--- config.mk ---
export PLATFORM = sky130hd
export DESIGN_NAME = assembler_source_tokenizer_top_flat
export DESIGN_NICKNAME = d
export VERILOG_FILES = /design/src/hdl/ast_pkg.sv /design/src/hdl/ast_if.sv /design/src/hdl/assembler_source_tokenizer_top.sv /design/src/hdl/ast_core.sv /design/src/hdl/ast_fifo.sv /design/src/flat_wrapper.sv
export SDC_FILE = /design/constraint.sdc
export NUM_CORES = 1
export LEC_CHECK = 0
export ABC_CLOCK_PERIOD_IN_PS = 21500
export BUFFER_PORTS_ARGS = -buffer_cell sky130_fd_sc_hd__buf_2
export CAP_MARGIN = 0
export CELL_PAD_IN_SITES_DETAIL_PLACEMENT = 0
export CELL_PAD_IN_SITES_GLOBAL_PLACEMENT = 1
export CORE_MARGIN = 3
export CORE_UTILIZATION = 40
export CTS_CLUSTER_DIAMETER = 30
export DETAILED_ROUTE_END_ITERATION = 8
export PLACE_DENSITY_LB_ADDON = 0.05
export SYNTH_ARGS = -nofsm -noshare
export SYNTH_HDL_FRONTEND = slang
export SYNTH_HIERARCHICAL = 1
export SYNTH_SLANG_ARGS = --single-unit
--- constraint.sdc ---
create_clock -name clk -period 21.5 [get_ports clk]
set_clock_uncertainty 0.2 [all_clocks]
set_input_delay 2.15 -clock clk [delete_from_list [all_inputs] [get_ports clk]]
set_output_delay 2.15 -clock clk [all_outputs]
set_load 0.02 [all_outputs]
--- src/hdl/ast_pkg.sv ---
// Package for the assembler source tokenizer: state and result types, codes, character classes.
package ast_pkg;

    localparam logic [2:0] MODE_IDLE        = 3'd0;
    localparam logic [2:0] MODE_IDENT       = 3'd1;
    localparam logic [2:0] MODE_HEX         = 3'd2;
    localparam logic [2:0] MODE_COMMENT     = 3'd3;
    localparam logic [2:0] MODE_ERR_UNKNOWN = 3'd4;
    localparam logic [2:0] MODE_ERR_LARGE   = 3'd5;

    localparam logic [2:0] KIND_IDENT  = 3'd0;
    localparam logic [2:0] KIND_NUMBER = 3'd1;
    localparam logic [2:0] KIND_SYMBOL = 3'd2;
    localparam logic [2:0] KIND_END    = 3'd3;
    localparam logic [2:0] KIND_ERROR  = 3'd4;

    localparam logic ERR_UNKNOWN = 1'b0;
    localparam logic ERR_LARGE   = 1'b1;

    localparam logic [7:0] CH_NUL   = 8'd0;
    localparam logic [7:0] CH_TAB   = 8'd9;
    localparam logic [7:0] CH_LF    = 8'd10;
    localparam logic [7:0] CH_CR    = 8'd13;
    localparam logic [7:0] CH_SPACE = 8'h20;
    localparam logic [7:0] CH_HASH  = 8'h23;
    localparam logic [7:0] CH_SEMI  = 8'h3B;
    localparam logic [7:0] CASE_GAP = 8'd32;

    typedef struct packed {
        logic [2:0]  mode;
        logic [7:0]  held_char;
        logic        held_is_first;
        logic        crlf_pending;
        logic [7:0]  hex_accum;
        logic [15:0] line_count;
    } ast_state_t;

    typedef struct packed {
        logic [2:0]  token_kind;
        logic [7:0]  char_value;
        logic [7:0]  number_value;
        logic        first_char;
        logic        last_char;
        logic        error_code;
        logic [15:0] line_number;
        logic        end_of_run;
    } ast_res_t;

    function automatic logic is_ident(input logic [7:0] c);
        return (c >= 8'h41 && c <= 8'h5A) || (c >= 8'h30 && c <= 8'h39) ||
               c == 8'h5F || c == 8'h2E;
    endfunction

    function automatic logic is_hex(input logic [7:0] c);
        return (c >= 8'h30 && c <= 8'h39) || (c >= 8'h41 && c <= 8'h46);
    endfunction

    function automatic logic is_symbol(input logic [7:0] c);
        return c == 8'h3A || c == 8'h3D || c == 8'h5E || c == 8'h7E ||
               c == 8'h2A || c == CH_LF;
    endfunction

endpackage

--- src/hdl/ast_if.sv ---
// Channel interfaces: source bytes in, tokens out, start line configuration.
interface ast_in_if;
    logic       valid;
    logic       ready;
    logic [7:0] src_byte;
    logic       at_end;
    modport source (output valid, src_byte, at_end, input ready);
    modport sink   (input valid, src_byte, at_end, output ready);
endinterface

interface ast_out_if;
    logic        valid;
    logic        ready;
    logic [2:0]  token_kind;
    logic [7:0]  char_value;
    logic [7:0]  number_value;
    logic        first_char;
    logic        last_char;
    logic        error_code;
    logic [15:0] line_number;
    logic        end_of_run;
    modport source (output valid, token_kind, char_value, number_value, first_char,
                    last_char, error_code, line_number, end_of_run, input ready);
    modport sink   (input valid, token_kind, char_value, number_value, first_char,
                    last_char, error_code, line_number, end_of_run, output ready);
endinterface

interface ast_cfg_if;
    logic        valid;
    logic        ready;
    logic [15:0] data;
    modport source (output valid, data, input ready);
    modport sink   (input valid, data, output ready);
endinterface

--- src/hdl/assembler_source_tokenizer_top.sv ---
// Assembler source tokenizer: input register, scanner step, token queue.
// The first token of a byte passes the input register and the token queue before tok.valid rises.
// Throughput: one byte per cycle when it gives at most one token and the queue has room for two;
// bytes that give two tokens go slower; the single token read port of the queue sets this.
// Reset: scanner idle, line counter 1, queue empty; a cfg beat reloads the line counter.
module assembler_source_tokenizer_top
    import ast_pkg::*;
(
    input  logic       clk,
    input  logic       rst_n,
    ast_in_if.sink     src,
    ast_out_if.source  tok,
    ast_cfg_if.sink    cfg
);

    logic       in_vld_reg;
    logic [7:0] in_byte_reg;
    logic       in_end_reg;
    ast_state_t st_reg;
    ast_state_t st_next;
    ast_state_t st_step;
    logic [1:0] res_n;
    ast_res_t   res0;
    ast_res_t   res1;
    ast_res_t   head;
    logic       not_empty;
    logic       room2;
    logic [2:0] q_count;
    logic       consume;
    logic       src_beat;
    logic [1:0] push_n;

    assign consume  = in_vld_reg && room2;
    assign src.ready = !in_vld_reg || consume;
    assign src_beat = src.valid && src.ready;
    assign cfg.ready = 1'b1;
    assign push_n   = consume ? res_n : 2'd0;

    always_comb
    begin
        st_next = consume ? st_step : st_reg;
        if (cfg.valid && cfg.ready)
            st_next.line_count = cfg.data;
    end

    always_ff @(posedge clk)
    begin
        if (src_beat)
        begin
            in_byte_reg <= src.src_byte;
            in_end_reg  <= src.at_end;
        end
    end

    always_ff @(posedge clk or negedge rst_n)
    begin
        if (!rst_n)
        begin
            in_vld_reg <= 1'b0;
            st_reg     <= '{mode: MODE_IDLE, held_char: 8'd0, held_is_first: 1'b0,
                            crlf_pending: 1'b0, hex_accum: 8'd0, line_count: 16'd1};
        end
        else
        begin
            if (src_beat)
                in_vld_reg <= 1'b1;
            else if (consume)
                in_vld_reg <= 1'b0;
            st_reg <= st_next;
        end
    end

    ast_core u_core (
        .st       (st_reg),
        .src_byte (in_byte_reg),
        .at_end   (in_end_reg),
        .st_next  (st_step),
        .res_n    (res_n),
        .res0     (res0),
        .res1     (res1)
    );

    ast_fifo u_fifo (
        .clk       (clk),
        .rst_n     (rst_n),
        .push_n    (push_n),
        .din0      (res0),
        .din1      (res1),
        .pop       (tok.ready),
        .head      (head),
        .not_empty (not_empty),
        .room2     (room2),
        .count     (q_count)
    );

    assign tok.valid        = not_empty;
    assign tok.token_kind   = head.token_kind;
    assign tok.char_value   = head.char_value;
    assign tok.number_value = head.number_value;
    assign tok.first_char   = head.first_char;
    assign tok.last_char    = head.last_char;
    assign tok.error_code   = head.error_code;
    assign tok.line_number  = head.line_number;
    assign tok.end_of_run   = head.end_of_run;

    a_queue_bound: assert property (@(posedge clk) disable iff (!rst_n)
        q_count <= 3'd4)
        else $error("token queue over capacity");

    a_push_room: assert property (@(posedge clk) disable iff (!rst_n)
        push_n != 2'd0 |-> q_count <= 3'd2)
        else $error("token push without room");

    a_hold_byte: assert property (@(posedge clk) disable iff (!rst_n)
        in_vld_reg && !consume |=> in_vld_reg && $stable(in_byte_reg))
        else $error("held byte lost");

    a_err_sticky: assert property (@(posedge clk) disable iff (!rst_n)
        (st_reg.mode == MODE_ERR_UNKNOWN || st_reg.mode == MODE_ERR_LARGE)
        |=> $stable(st_reg.mode))
        else $error("error state left before reset");

endmodule

--- src/hdl/ast_core.sv ---
// Scanner step: next state and up to two tokens for one source byte.
module ast_core
    import ast_pkg::*;
(
    input  ast_state_t  st,
    input  logic [7:0]  src_byte,
    input  logic        at_end,
    output ast_state_t  st_next,
    output logic [1:0]  res_n,
    output ast_res_t    res0,
    output ast_res_t    res1
);

    ast_res_t   a;
    ast_res_t   b;
    logic       a_vld;
    logic       b_vld;
    logic       skip;
    logic       go;
    logic [7:0] c;
    logic [3:0] dig;

    always_comb
    begin
        st_next = st;
        a       = '0;
        b       = '0;
        a_vld   = 1'b0;
        b_vld   = 1'b0;
        skip    = 1'b0;
        go      = 1'b0;
        c       = CH_NUL;
        dig     = 4'd0;
        a.line_number = st.line_count;

        if (st.mode == MODE_ERR_UNKNOWN || st.mode == MODE_ERR_LARGE)
        begin
            a_vld        = 1'b1;
            a.token_kind = KIND_ERROR;
            a.error_code = (st.mode == MODE_ERR_LARGE) ? ERR_LARGE : ERR_UNKNOWN;
        end
        else
        begin
            st_next.crlf_pending = 1'b0;
            if (at_end)
                c = CH_NUL;
            else if (src_byte == CH_LF && st.crlf_pending)
                skip = 1'b1;
            else if (src_byte == CH_CR)
            begin
                st_next.crlf_pending = 1'b1;
                c = CH_LF;
            end
            else if (src_byte >= 8'h61 && src_byte <= 8'h7A)
                c = src_byte - CASE_GAP;
            else
                c = src_byte;

            dig = 4'((c <= 8'h39) ? c - 8'h30 : c - 8'd55);

            if (!skip)
            begin
                go = 1'b1;
                case (st.mode)
                    MODE_IDENT:
                    begin
                        a_vld        = 1'b1;
                        a.token_kind = KIND_IDENT;
                        a.char_value = st.held_char;
                        a.first_char = st.held_is_first;
                        if (is_ident(c))
                        begin
                            st_next.held_char     = c;
                            st_next.held_is_first = 1'b0;
                            go = 1'b0;
                        end
                        else
                        begin
                            a.last_char  = 1'b1;
                            st_next.mode = MODE_IDLE;
                        end
                    end
                    MODE_HEX:
                    begin
                        if (is_hex(c))
                        begin
                            go = 1'b0;
                            if (st.hex_accum > 8'h0F)
                            begin
                                st_next.mode = MODE_ERR_LARGE;
                                a_vld        = 1'b1;
                                a.token_kind = KIND_ERROR;
                                a.error_code = ERR_LARGE;
                            end
                            else
                                st_next.hex_accum = {st.hex_accum[3:0], dig};
                        end
                        else
                        begin
                            a_vld          = 1'b1;
                            a.token_kind   = KIND_NUMBER;
                            a.number_value = st.hex_accum;
                            st_next.mode   = MODE_IDLE;
                        end
                    end
                    MODE_COMMENT:
                    begin
                        if (c != CH_LF && c != CH_NUL)
                            go = 1'b0;
                        else
                            st_next.mode = MODE_IDLE;
                    end
                    default:
                    begin
                    end
                endcase
            end

            if (go)
            begin
                if (c == CH_SPACE || c == CH_TAB)
                begin
                end
                else if (c == CH_SEMI)
                    st_next.mode = MODE_COMMENT;
                else if (is_ident(c))
                begin
                    st_next.held_char     = c;
                    st_next.held_is_first = 1'b1;
                    st_next.mode          = MODE_IDENT;
                end
                else if (c == CH_HASH)
                begin
                    st_next.hex_accum = 8'd0;
                    st_next.mode      = MODE_HEX;
                end
                else if (is_symbol(c))
                begin
                    if (c == CH_LF)
                        st_next.line_count = st.line_count + 16'd1;
                    b_vld        = 1'b1;
                    b.token_kind = KIND_SYMBOL;
                    b.char_value = c;
                end
                else if (c == CH_NUL)
                begin
                    b_vld        = 1'b1;
                    b.token_kind = KIND_END;
                end
                else
                begin
                    st_next.mode = MODE_ERR_UNKNOWN;
                    b_vld        = 1'b1;
                    b.token_kind = KIND_ERROR;
                    b.error_code = ERR_UNKNOWN;
                end
            end
        end
        b.line_number = st_next.line_count;

        res_n = {1'b0, a_vld} + {1'b0, b_vld};
        res0  = a_vld ? a : b;
        res1  = b;
        res0.end_of_run = (res_n == 2'd1);
        res1.end_of_run = 1'b1;
    end

endmodule

--- src/hdl/ast_fifo.sv ---
// Four-entry token queue: up to two writes and one read per cycle.
module ast_fifo
    import ast_pkg::*;
(
    input  logic       clk,
    input  logic       rst_n,
    input  logic [1:0] push_n,
    input  ast_res_t   din0,
    input  ast_res_t   din1,
    input  logic       pop,
    output ast_res_t   head,
    output logic       not_empty,
    output logic       room2,
    output logic [2:0] count
);

    ast_res_t   mem_reg [4];
    logic [1:0] wr_ptr_reg;
    logic [1:0] wr_ptr_next;
    logic [1:0] rd_ptr_reg;
    logic [1:0] rd_ptr_next;
    logic [2:0] count_reg;
    logic [2:0] count_next;
    logic       do_pop;

    assign do_pop      = pop && (count_reg != 3'd0);
    assign wr_ptr_next = wr_ptr_reg + push_n;
    assign rd_ptr_next = rd_ptr_reg + {1'b0, do_pop};
    assign count_next  = count_reg + {1'b0, push_n} - {2'b0, do_pop};

    always_ff @(posedge clk)
    begin
        if (push_n != 2'd0)
            mem_reg[wr_ptr_reg] <= din0;
        if (push_n == 2'd2)
            mem_reg[wr_ptr_reg + 2'd1] <= din1;
    end

    always_ff @(posedge clk or negedge rst_n)
    begin
        if (!rst_n)
        begin
            wr_ptr_reg <= 2'd0;
            rd_ptr_reg <= 2'd0;
            count_reg  <= 3'd0;
        end
        else
        begin
            wr_ptr_reg <= wr_ptr_next;
            rd_ptr_reg <= rd_ptr_next;
            count_reg  <= count_next;
        end
    end

    assign head      = mem_reg[rd_ptr_reg];
    assign not_empty = (count_reg != 3'd0);
    assign room2     = (count_reg <= 3'd2);
    assign count     = count_reg;

endmodule

--- src/flat_wrapper.sv ---
// flat-port wrapper written by rule: the top's interface ports become plain ports
module assembler_source_tokenizer_top_flat import ast_pkg::*;
  (clk, rst_n, src_valid, src_src_byte, src_at_end, src_ready, tok_valid, tok_token_kind, tok_char_value, tok_number_value, tok_first_char, tok_last_char, tok_error_code, tok_line_number, tok_end_of_run, tok_ready, cfg_valid, cfg_data, cfg_ready);
  ast_in_if src_i ();
  ast_out_if tok_i ();
  ast_cfg_if cfg_i ();
  input  logic clk;
  input  logic rst_n;
  input wire logic [$bits(src_i.valid)-1:0] src_valid;
  input wire logic [$bits(src_i.src_byte)-1:0] src_src_byte;
  input wire logic [$bits(src_i.at_end)-1:0] src_at_end;
  output wire logic [$bits(src_i.ready)-1:0] src_ready;
  output wire logic [$bits(tok_i.valid)-1:0] tok_valid;
  output wire logic [$bits(tok_i.token_kind)-1:0] tok_token_kind;
  output wire logic [$bits(tok_i.char_value)-1:0] tok_char_value;
  output wire logic [$bits(tok_i.number_value)-1:0] tok_number_value;
  output wire logic [$bits(tok_i.first_char)-1:0] tok_first_char;
  output wire logic [$bits(tok_i.last_char)-1:0] tok_last_char;
  output wire logic [$bits(tok_i.error_code)-1:0] tok_error_code;
  output wire logic [$bits(tok_i.line_number)-1:0] tok_line_number;
  output wire logic [$bits(tok_i.end_of_run)-1:0] tok_end_of_run;
  input wire logic [$bits(tok_i.ready)-1:0] tok_ready;
  input wire logic [$bits(cfg_i.valid)-1:0] cfg_valid;
  input wire logic [$bits(cfg_i.data)-1:0] cfg_data;
  output wire logic [$bits(cfg_i.ready)-1:0] cfg_ready;
  assign src_i.valid = src_valid;
  assign src_i.src_byte = src_src_byte;
  assign src_i.at_end = src_at_end;
  assign src_ready = src_i.ready;
  assign tok_valid = tok_i.valid;
  assign tok_token_kind = tok_i.token_kind;
  assign tok_char_value = tok_i.char_value;
  assign tok_number_value = tok_i.number_value;
  assign tok_first_char = tok_i.first_char;
  assign tok_last_char = tok_i.last_char;
  assign tok_error_code = tok_i.error_code;
  assign tok_line_number = tok_i.line_number;
  assign tok_end_of_run = tok_i.end_of_run;
  assign tok_i.ready = tok_ready;
  assign cfg_i.valid = cfg_valid;
  assign cfg_i.data = cfg_data;
  assign cfg_ready = cfg_i.ready;
  assembler_source_tokenizer_top u_core (.clk(clk), .rst_n(rst_n), .src(src_i), .tok(tok_i), .cfg(cfg_i));
endmodule
* Yosys cells after proc, flatten, opt, wreduce, memory -nomap -nowiden
Memories as Yosys holds them, arrays and structs flattened.
Index checks and enable logic that the tools add are counted.
** Operators by class
- Equality and inequality tests :: 22
- Order comparisons :: 9
- Reduce and logical (&&, ||, !) cells :: 29
- Bitwise gates (word level) :: 1
- Mux-type cells :: 92
- Add/subtract/negate cells :: 10
** Operators by type and width (count)
- two-way mux 8 bit :: 14
- two-way mux 16 bit :: 6
- two-way mux 24 bit :: 4
- two-way mux 11 bit :: 6
- == test 8 x 6 -> 1 bit (second input constant) :: 7
- two-way mux 3 bit :: 15
- two-way mux 39 bit :: 1
- two-way mux 12 bit :: 3
- two-way mux 9 bit :: 4
- == test 8 x 4 -> 1 bit (second input constant) :: 4
- two-way mux 1 bit :: 31
- == test 8 x 7 -> 1 bit (second input constant) :: 3
- less-or-equal comparator 8 x 7 -> 1 bit (second input constant) :: 3
- two-way mux 22 bit :: 1
- two-way mux 18 bit :: 1
- adder 16 x 1 -> 16 bit (second input constant) :: 1
- greater-or-equal comparator 8 x 7 -> 1 bit (second input constant) :: 2
- logical OR 1 bit :: 12
- logical AND 1 bit :: 9
- one-hot mux 3 bit (3 select lines) :: 1
- greater-or-equal comparator 8 x 6 -> 1 bit (second input constant) :: 1
- greater-than comparator 8 x 4 -> 1 bit (second input constant) :: 1
- less-or-equal comparator 8 x 6 -> 1 bit (second input constant) :: 1
- logical NOT 8 bit :: 1
- other kinds (26) :: 31
** Word-level totals
- Word-level logic and storage cells :: 176
- Output and inout bits :: 42
- Memories :: 1
- Memory bits (writable) :: 156
- Flip-flop bits (word level) :: 54
- Input bits :: 30
** Memories
- u_core.u_fifo.mem_reg :: words 4, width 39, read ports 1, clocked after memory_dff 0, wr ports 2, RTL line ast_fifo.sv:17 : ast_res_t mem_reg [4];

* Depth between registers and ports, before layout
Gate-level depths: netlist (run 1).
- Depth in word-level cells :: 23
- Gate-level depth with buffers :: 24
- Gate-level depth less buffers :: 22

* By module
Netlist (run 1), hierarchy kept.
** Modules (own cells, without submodules)
- ast_fifo :: sequential area each 4859.7 µm², area each 7976.4 µm², instances 1, cells an instance 418
- ast_core :: sequential area each 0.0 µm², area each 2496.1 µm², instances 1, cells an instance 368
- assembler_source_tokenizer_top :: sequential area each 1222.4 µm², area each 2087.0 µm², instances 1, cells an instance 153

* Worst setup path after synthesis (run 1)
Ideal clock, no wire load.
- Kind :: register to register
- Start point :: register u_core.in_byte_reg[6]
- End point :: memory u_core/u_fifo/mem_reg[0][0] in the netlist's numbering, enable pin
- Cell stages (with the launch flop) :: 20
- Buffers on the path :: 2
- Clock period less this slack :: 7.448 ns
- Library setup time :: 0.489 ns
- Required time :: 20.811 ns
- Arrival :: 6.759 ns
- Slack :: 14.052 ns
- Path through :: edfxtp_1 -> buf_6 -> nor4_4 -> a41oi_1 -> nor3_1 -> inv_1 -> ha_1 -> nor4b_1 -> nor2_1 -> mux2i_1 -> a2111oi_4 -> a21oi_4 -> and2_1 -> nand3_1 -> inv_1 -> ha_1 -> buf_4 -> and3_1 -> o21bai_1 -> o21ai_0
** RTL lines
- start: declaration :: RTL line assembler_source_tokenizer_top.sv:17 : logic [7:0] in_byte_reg;
- start signal: assignment :: RTL line assembler_source_tokenizer_top.sv:50 : in_byte_reg <= src.src_byte;
- end: declaration :: RTL line ast_fifo.sv:17

==> results.sh, run 1 <==
export IMPL_drc=0
export IMPL_path_class="flip-flop to flip-flop"
export IMPL_synthCells=939
export IMPL_yosysTopAreaCellShare=0.395
export IMPL_synth_area_top_cells="edfxtp_1 39%, mux2_2 13%, dfrtp_1 8.8%"
export IMPL_setup_ws_ns=14.47
export IMPL_synth_top_area_cell="edfxtp_1"
export IMPL_fin_nets=1047
export IMPL_n_fill_cell=2762
export IMPL_overflow=0
export IMPL_rsz0062_at_grt="no"
export IMPL_ant_nets=0
export IMPL_initial_core_util=0.408
export IMPL_grt_start_max_net_pins=49
export IMPL_dp_final_hpwl_mm=20.6
export IMPL_ys_ff_latch=210
export IMPL_die_x_um=183
export IMPL_fin_crit_ns=7.03
export IMPL_grt_use_total=0.199
export IMPL_cts_resized=0
export IMPL_grt_pass1_vias=8690
export IMPL_fmax_mhz=142
export IMPL_fin_cells=1449
export IMPL_avgSynthCellArea_um2=13.4
export IMPL_cts_buffers=55
export IMPL_ys_flop_type="edfxtp_1"
export IMPL_total_power_mw=2.06
export IMPL_fin_setup_tns_ns=0
export IMPL_post_cts_buffers=0
export IMPL_area_delta_synth_final_pct=18.8
export IMPL_core_area_um2=30700
export IMPL_dp_cells=1345
export IMPL_antenna_found_initial=0
export IMPL_netlist_area_um2=12600
export IMPL_diodes=0
export IMPL_p_leak_nw=5.63
export IMPL_cts_tree="built"
export IMPL_fin_util=0.485
export IMPL_drive_gt1_frac=0.404
export IMPL_cts_hold_buf=0
export IMPL_required_ns=21.48
export IMPL_cap_violations=0
export IMPL_die_area_um2=33600
export IMPL_routedWlPerCell_um=22.9
export IMPL_drv_slew=0
export IMPL_finalCritPeriodShare=0.327
export IMPL_cts_path_max_buffers=3
export IMPL_numClockSinks=210
export IMPL_die_height_um=183
export IMPL_yosys_warnings=6
export IMPL_dr_total_vias=8098
export IMPL_synth_edf_count=165
export IMPL_io_buffers=70
export IMPL_ys_seq_area_frac=0.484
export IMPL_end_kind="flip-flop"
export IMPL_drt_wl_total_mm=33.1
export IMPL_viasPerCell=5.59
export IMPL_p_per_area_nw_per_um2=138
export IMPL_ir_worst_vdd_mv=0.0663
export IMPL_fp_row_count=64
export IMPL_worstHoldPathType="flip-flop to flip-flop"
export IMPL_yosysUniqueCellTypes=84
export IMPL_worstPathArrival_ns=7.01
export IMPL_htreeDepth=2
export IMPL_clkLatencyLatePin_ns=0.56
export IMPL_tightest_slew_ns=0.980
export IMPL_setup_viol=0
export IMPL_initialDrtViolationCount=432
export IMPL_num_io_pins=72
export IMPL_finalHoldViolCount=0
export IMPL_start_kind="flip-flop"
export IMPL_crit_path_max_fanout=40
export IMPL_drt_pass1_iterations=6
export IMPL_largest_register_ffs=156
export IMPL_place_ws_ns=14.57
export IMPL_path_clk_slew_ns=0.04
export IMPL_grt_pass1_wl_mm=51.5
export IMPL_root_buffer="clkbuf_16"
export IMPL_globalplace_congestion=0.882
export IMPL_synthArstFlopShare=0.214
export IMPL_status="complete, no violations"
export IMPL_slew_headroom=0.347
==> cell usage in the layout (no fill, tap or decap), types with 10 or more instances in the layout <==
cell type,netlist,final
o21ai_0,17,16
mux4_2,39,39
buf_2,26,70
edfxtp_1,165,165
nand3_1,19,19
nor2_1,31,29
mux2_1,13,13
o31ai_1,10,10
conb_1,3,14
buf_4,34,14
nand4b_1,17,17
xnor2_1,38,38
dfrtp_1,44,42
o311ai_1,10,10
clkinv_2,0,12
ha_1,10,10
a21oi_1,10,10
inv_1,38,38
mux2_2,149,149
nand2_1,59,59
mux2_4,24,24
and3_1,23,23
clkbuf_16,0,55
==> cells by family after synthesis <==
group                      Yosys count  synth area share
xor gates and xnor gates            39            0.0272
adders and majority gates           11            0.0116
buffers and inverters              123            0.0555
AOI/OAI and AO/OA                  113            0.0767
muxes                              228             0.246
other                                3          0.000897
and+or+nand+nor                    212            0.0976
DFF                                210             0.484
==> final timing paths <==
path                                  startpoint                      endpoint  slack [ns]  cells after the start
hold reg to reg                u_core/st_reg[33]             u_core/st_reg[33]        0.31                      1
min in group asynchronous                  rst_n              u_core/st_reg[4]        1.52                      2
hold / removal                 u_core/st_reg[33]             u_core/st_reg[33]        0.31                      1
setup reg to reg           u_core/in_byte_reg[6]  u_core/u_fifo/mem_reg[2][13]       14.47                     19
setup / recovery           u_core/in_byte_reg[6]  u_core/u_fifo/mem_reg[2][13]       14.47                     19
max in group asynchronous                  rst_n   u_core/u_fifo/rd_ptr_reg[1]       19.09                      2
==> area by class of cell <==
| cell class | instances | area, µm² | share of cell area |
|---|---|---|---|
| Inverter | 38 | 143 | 0.00956 |
| Clock inverter | 37 | 424 | 0.0284 |
| Multi-Input combinational cell | 617 | 5870 | 0.393 |
| Sequential cell | 210 | 6080 | 0.408 |
| Timing Repair Buffer | 84 | 455 | 0.0305 |
| Clock buffer | 67 | 1450 | 0.0973 |
| Tap cell | 396 | 495 | 0.0332 |
==> synth_stat cells (all sizes together) (4+ instances only) <==
master  instances
nand3          19
nor3           10
mux4           39
and2           10
and3           23
o211ai          4
nor2           31
nor4            4
o21ai          24
a21oi          14
nand4b         17
o311ai         17
inv            38
dfrtp          44
nor2b           6
buf            73
a22oi           5
edfxtp        165
xnor2          38
mux2          186
or4             4
clkbuf         12
o31ai          11
nand2          59
ha             10
nand3b          4
nand2b          7
==> worst max-delay path, cell delays in order, from the launching register on <==
cell,delay [ns]
edfxtp_1,0.52
nor4_4,0.55
a41oi_1,0.21
nor3_1,0.46
inv_1,0.19
ha_1,0.33
nor4b_1,0.42
nor2_1,0.09
mux2i_1,0.25
a2111oi_4,0.12
a21oi_4,0.27
and2_1,0.24
nand3_1,0.24
inv_1,0.12
ha_1,0.27
and3_1,0.32
and4bb_2,0.35
buf_4,0.58
o21bai_4,0.35
buf_4,0.56
==> layer usage <==
metal	GRT usage	share of wire	wire, µm	vias to the layer above
met5	0	0	0	-
li1	-	-	-	3717
met2	0.318	0.46	15300	196
met1	0.284	0.48	15900	4137
met4	0.0591	0.020	664	0
met3	0.0298	0.038	1250	48
==> stage by stage <==
stage,hold WS [ns],cell area [µm²]
floorplan,0.287,12600
global placement,0.308,13000
detailed placement,0.317,13000
CTS,0.327,14900
global route,0.342,14900
finish,0.315,14900
==> where the power goes <==
group          leakage (nW)  switching, mW  internal [mW]
Combinational          2.66          0.363          0.251
Sequential             2.06         0.0727          0.559
Clock                 0.908          0.244          0.570
Power figures use the tool's default switching activity.
==> run 2: changes to the inputs <==
Settings changed: ABC_AREA set to 1, ABC_CLOCK_PERIOD_IN_PS 21500 to 5900.
Clock period 21.5 ns to 5.9 ns, I/O delays scaled along.
==> results.sh, run 2 <==
export IMPL_status="complete, no violations"
export IMPL_yosysUniqueCellTypes=46
export IMPL_synth_area_top_cells="edfxtp_1 38%, nand2_1 13%, o21ai_0 9.5%"
export IMPL_dp_cells=2054
export IMPL_drt_wl_total_mm=36.1
export IMPL_cp_num_buf_inv=6
export IMPL_reg2reg_from="u_core/in_byte_reg[3]"
export IMPL_pwr_share_comb=0.418
export IMPL_ys_seq_area_frac=0.470
export IMPL_p_per_area_nw_per_um2=627
export IMPL_diodes=0
export IMPL_cap_violations=0
export IMPL_r2r_end="u_core/u_fifo/mem_reg[1][14]"
export IMPL_overflow=0
export IMPL_globalplace_congestion=0.884
export IMPL_root_buffer="clkbuf_16"
export IMPL_synth_top_family_by_area="simple AND/OR/NAND/NOR gates"
export IMPL_dp_final_hpwl_mm=23.9
export IMPL_viasPerCell=5.08
export IMPL_synth_most_common_cell="nand2_1"
export IMPL_min_path_cells=1
export IMPL_crit_path_max_fanout=19
export IMPL_largest_register_ffs=156
export IMPL_drc=0
export IMPL_routedWlPerCell_um=16.8
export IMPL_fin_cells=2155
export IMPL_fin_crit_ns=5.22
export IMPL_seqPwrFrac=0.265
export IMPL_drv_slew=0
export IMPL_reg2reg_depth=25
export IMPL_ff2ff_setup_slack_ns=0.68
export IMPL_drt_pass1_iterations=5
export IMPL_synth_xor_area_share=0.0115
export IMPL_required_ns=5.96
export IMPL_tightest_slew_ns=0.953
export IMPL_ant_nets=0
export IMPL_holdPathEnd="u_core/in_byte_reg[5]"
export IMPL_critical_path_max_stage_delay_ns=0.59
export IMPL_net_switching_power_mw=4.01
export IMPL_slowest_stage="o31ai_4"
export IMPL_n_fill_cell=3064
export IMPL_die_height_um=186
export IMPL_synthArstFlopShare=0.214
export IMPL_synth_mux_area_frac=0
export IMPL_setup_viol=0
export IMPL_clkLatencyLatePin_ns=0.56
export IMPL_ys_flop_type="edfxtp_1"
export IMPL_path_class="flip-flop to flip-flop"
export IMPL_rsz0062_at_grt="no"
export IMPL_io_buffers=70
export IMPL_synth_compound_area_share=0.145
export IMPL_netlist_area_um2=13000
export IMPL_grt_use_total=0.212
export IMPL_finalHoldViolCount=0
export IMPL_yosys_warnings=6
export IMPL_total_power_mw=9.66
export IMPL_core_area_um2=31700
export IMPL_fin_util=0.485
export IMPL_worstHoldPathType="primary input to flip-flop"
export IMPL_grt_start_max_net_pins=82
export IMPL_numClockSinks=210
export IMPL_synth_top_area_cell="edfxtp_1"
export IMPL_area_delta_synth_final_pct=18.9
export IMPL_p_int_mw=5.64
export IMPL_cts_tree="built"
export IMPL_die_area_um2=34600
export IMPL_initial_core_util=0.408
export IMPL_num_io_pins=72
export IMPL_fin_nets=1750
export IMPL_synth_edf_count=165
export IMPL_start_kind="flip-flop"
export IMPL_cts_path_max_buffers=3
export IMPL_fmax_mhz=192
export IMPL_initialDrtViolationCount=741
export IMPL_drive_gt1_frac=0.148
export IMPL_clockPowerShare=0.317
export IMPL_finalCritPeriodShare=0.884
export IMPL_worstPathArrival_ns=5.28
export IMPL_cts_buffers=54
export IMPL_synth_simple_area_share=0.266
export IMPL_path_clk_slew_ns=0.04
export IMPL_p_leak_nw=6.41
export IMPL_dr_total_vias=10900
export IMPL_swShare=0.416
export IMPL_ys_ff_latch=210
export IMPL_end_kind="flip-flop"
export IMPL_avgSynthCellArea_um2=7.78
export IMPL_synthCells=1666
export IMPL_synthAdderAreaFrac=0.0112
export IMPL_fp_row_count=65
export IMPL_final_cell_mix="444 x nand2_1, 246 x o21ai_0, 193 x nor2_1, 165 x edfxtp_1, 129 x inv_1"
export IMPL_htreeDepth=2
export IMPL_min_from="src_src_byte[5]"
export IMPL_yosysTopAreaCellShare=0.382
export IMPL_grt_pass1_wl_mm=57.4
export IMPL_antenna_found_initial=0
export IMPL_cp_top_family="simple AND/OR/NAND/NOR gates"
export IMPL_ir_worst_vdd_mv=0.263
export IMPL_die_x_um=186
export IMPL_netlist_top_cells_count="444 x nand2_1, 247 x o21ai_0, 193 x nor2_1"
export IMPL_grt_pass1_vias=10300
export IMPL_slew_headroom=0.365
export IMPL_mostFrequentLayoutCell="nand2_1"
==> run 2: changes by cell type in the layout (fill, tap and decap cells not counted), moves of 39 or more <==
| cell | previous run | this run |
|---|---|---|
| nand3_1 | 19 | 82 |
| o21ai_0 | 16 | 246 |
| nor2_1 | 29 | 193 |
| o21ai_1 | 4 | 83 |
| mux2_2 | 149 | 0 |
| inv_1 | 38 | 129 |
| mux4_2 | 39 | 0 |
| nand2_1 | 59 | 444 |
==> run 2: layout make-up <==
cell class              count  area (µm²)  share of cell area
flip-flops and latches    210        6080               0.395
multi-input cells        1208        5730               0.372
clock buffers              58        1430              0.0928
repair buffers             91         586              0.0380
inverters                 144         552              0.0358
clock inverters            42         514              0.0334
well taps                 402         503              0.0327
==> run 2: how the worst max path moves through the flow <==
stage | cells after the start | slack (ns) | end | startpoint
floorplan | 26 | -0.93 | u_core/u_fifo/mem_reg[0][0] | u_core/in_byte_reg[5]
global placement | 26 | 0.84 | u_core/u_fifo/mem_reg[2][11] | u_core/in_byte_reg[6]
detailed placement | 26 | 0.68 | u_core/u_fifo/mem_reg[1][8] | u_core/in_byte_reg[5]
CTS | 26 | 0.68 | u_core/u_fifo/mem_reg[2][35] | u_core/in_byte_reg[5]
global route | 25 | 0.28 | u_core/u_fifo/mem_reg[2][35] | u_core/in_byte_reg[3]
finish | 25 | 0.68 | u_core/u_fifo/mem_reg[1][14] | u_core/in_byte_reg[3]
==> run 2: power by group through the flow <==
| stage | clock network [mW] | logic [mW] | registers [mW] |
|---|---|---|---|
| 4_1_cts | 3.12 | 4.08 | 2.56 |
| 3_5_place_dp | 0 | 4.05 | 2.58 |
| 5_1_grt | 3.21 | 4.57 | 2.61 |
| 2_1_floorplan | 0 | 2.96 | 2.55 |
| 6_report | 3.06 | 4.04 | 2.56 |
| 3_3_place_gp | 0 | 4.02 | 2.58 |
==> run 2: cell families (layout without fill, tap and decap cells) <==
logic type	count (synthesis)	count (layout)
AO/OA/AOI/OAI	366	366
XOR/XNOR	17	17
adder cells (fa/ha/maj)	11	11
buffers and inverters	259	335
flip-flops	210	210
other	3	14
AND/OR/NAND/NOR	800	800
==> run 2: metal layers <==
metal	GRT usage	vias up	part of all wire
met5	0	-	0
met4	0.0554	0	0.019
met2	0.326	274	0.44
met1	0.315	5030	0.49
met3	0.0309	49	0.054
li1	-	5595	-
==> run 2: worst reg2reg max path, cell delays in order, from the launching register on <==
cell,delay (ns)
edfxtp_1,0.45
nand2_1,0.13
nor2_1,0.22
nand3_2,0.13
nand2_2,0.11
nor2_1,0.07
nand2_1,0.14
inv_2,0.11
ha_1,0.21
inv_1,0.07
nand4_1,0.09
nand4_1,0.10
nand2_1,0.06
nand2_1,0.12
nand4_2,0.29
nand3_4,0.31
nand2_4,0.09
inv_6,0.11
nand3_2,0.11
inv_1,0.08
ha_1,0.20
inv_1,0.06
nor2_1,0.34
nor2_1,0.28
o31ai_4,0.59
buf_12,0.27
==> run 2: stage by stage <==
stage / setup TNS (ns) / setup slack [ns] / hold WS [ns] / area (µm²)
after global routing: 0 / 0.283 / 0.0101 / 15400
after global placement: 0 / 0.841 / 0.258 / 13400
after detailed placement: 0 / 0.682 / 0.272 / 13400
final: 0 / 0.682 / 0.0319 / 15400
after floorplan: -138.80 / -0.930 / 0.0944 / 13000
after CTS: 0 / 0.684 / 0.00642 / 15400
==> run 2: repair_timing <==
| action | CTS | global route |
|---|---|---|
| resized for setup | 0 | 0 |
| hold buffers | 1 | 0 |
| endpoints found under the hold margin | 27 | 0 |
| buffers inserted | 0 | 0 |
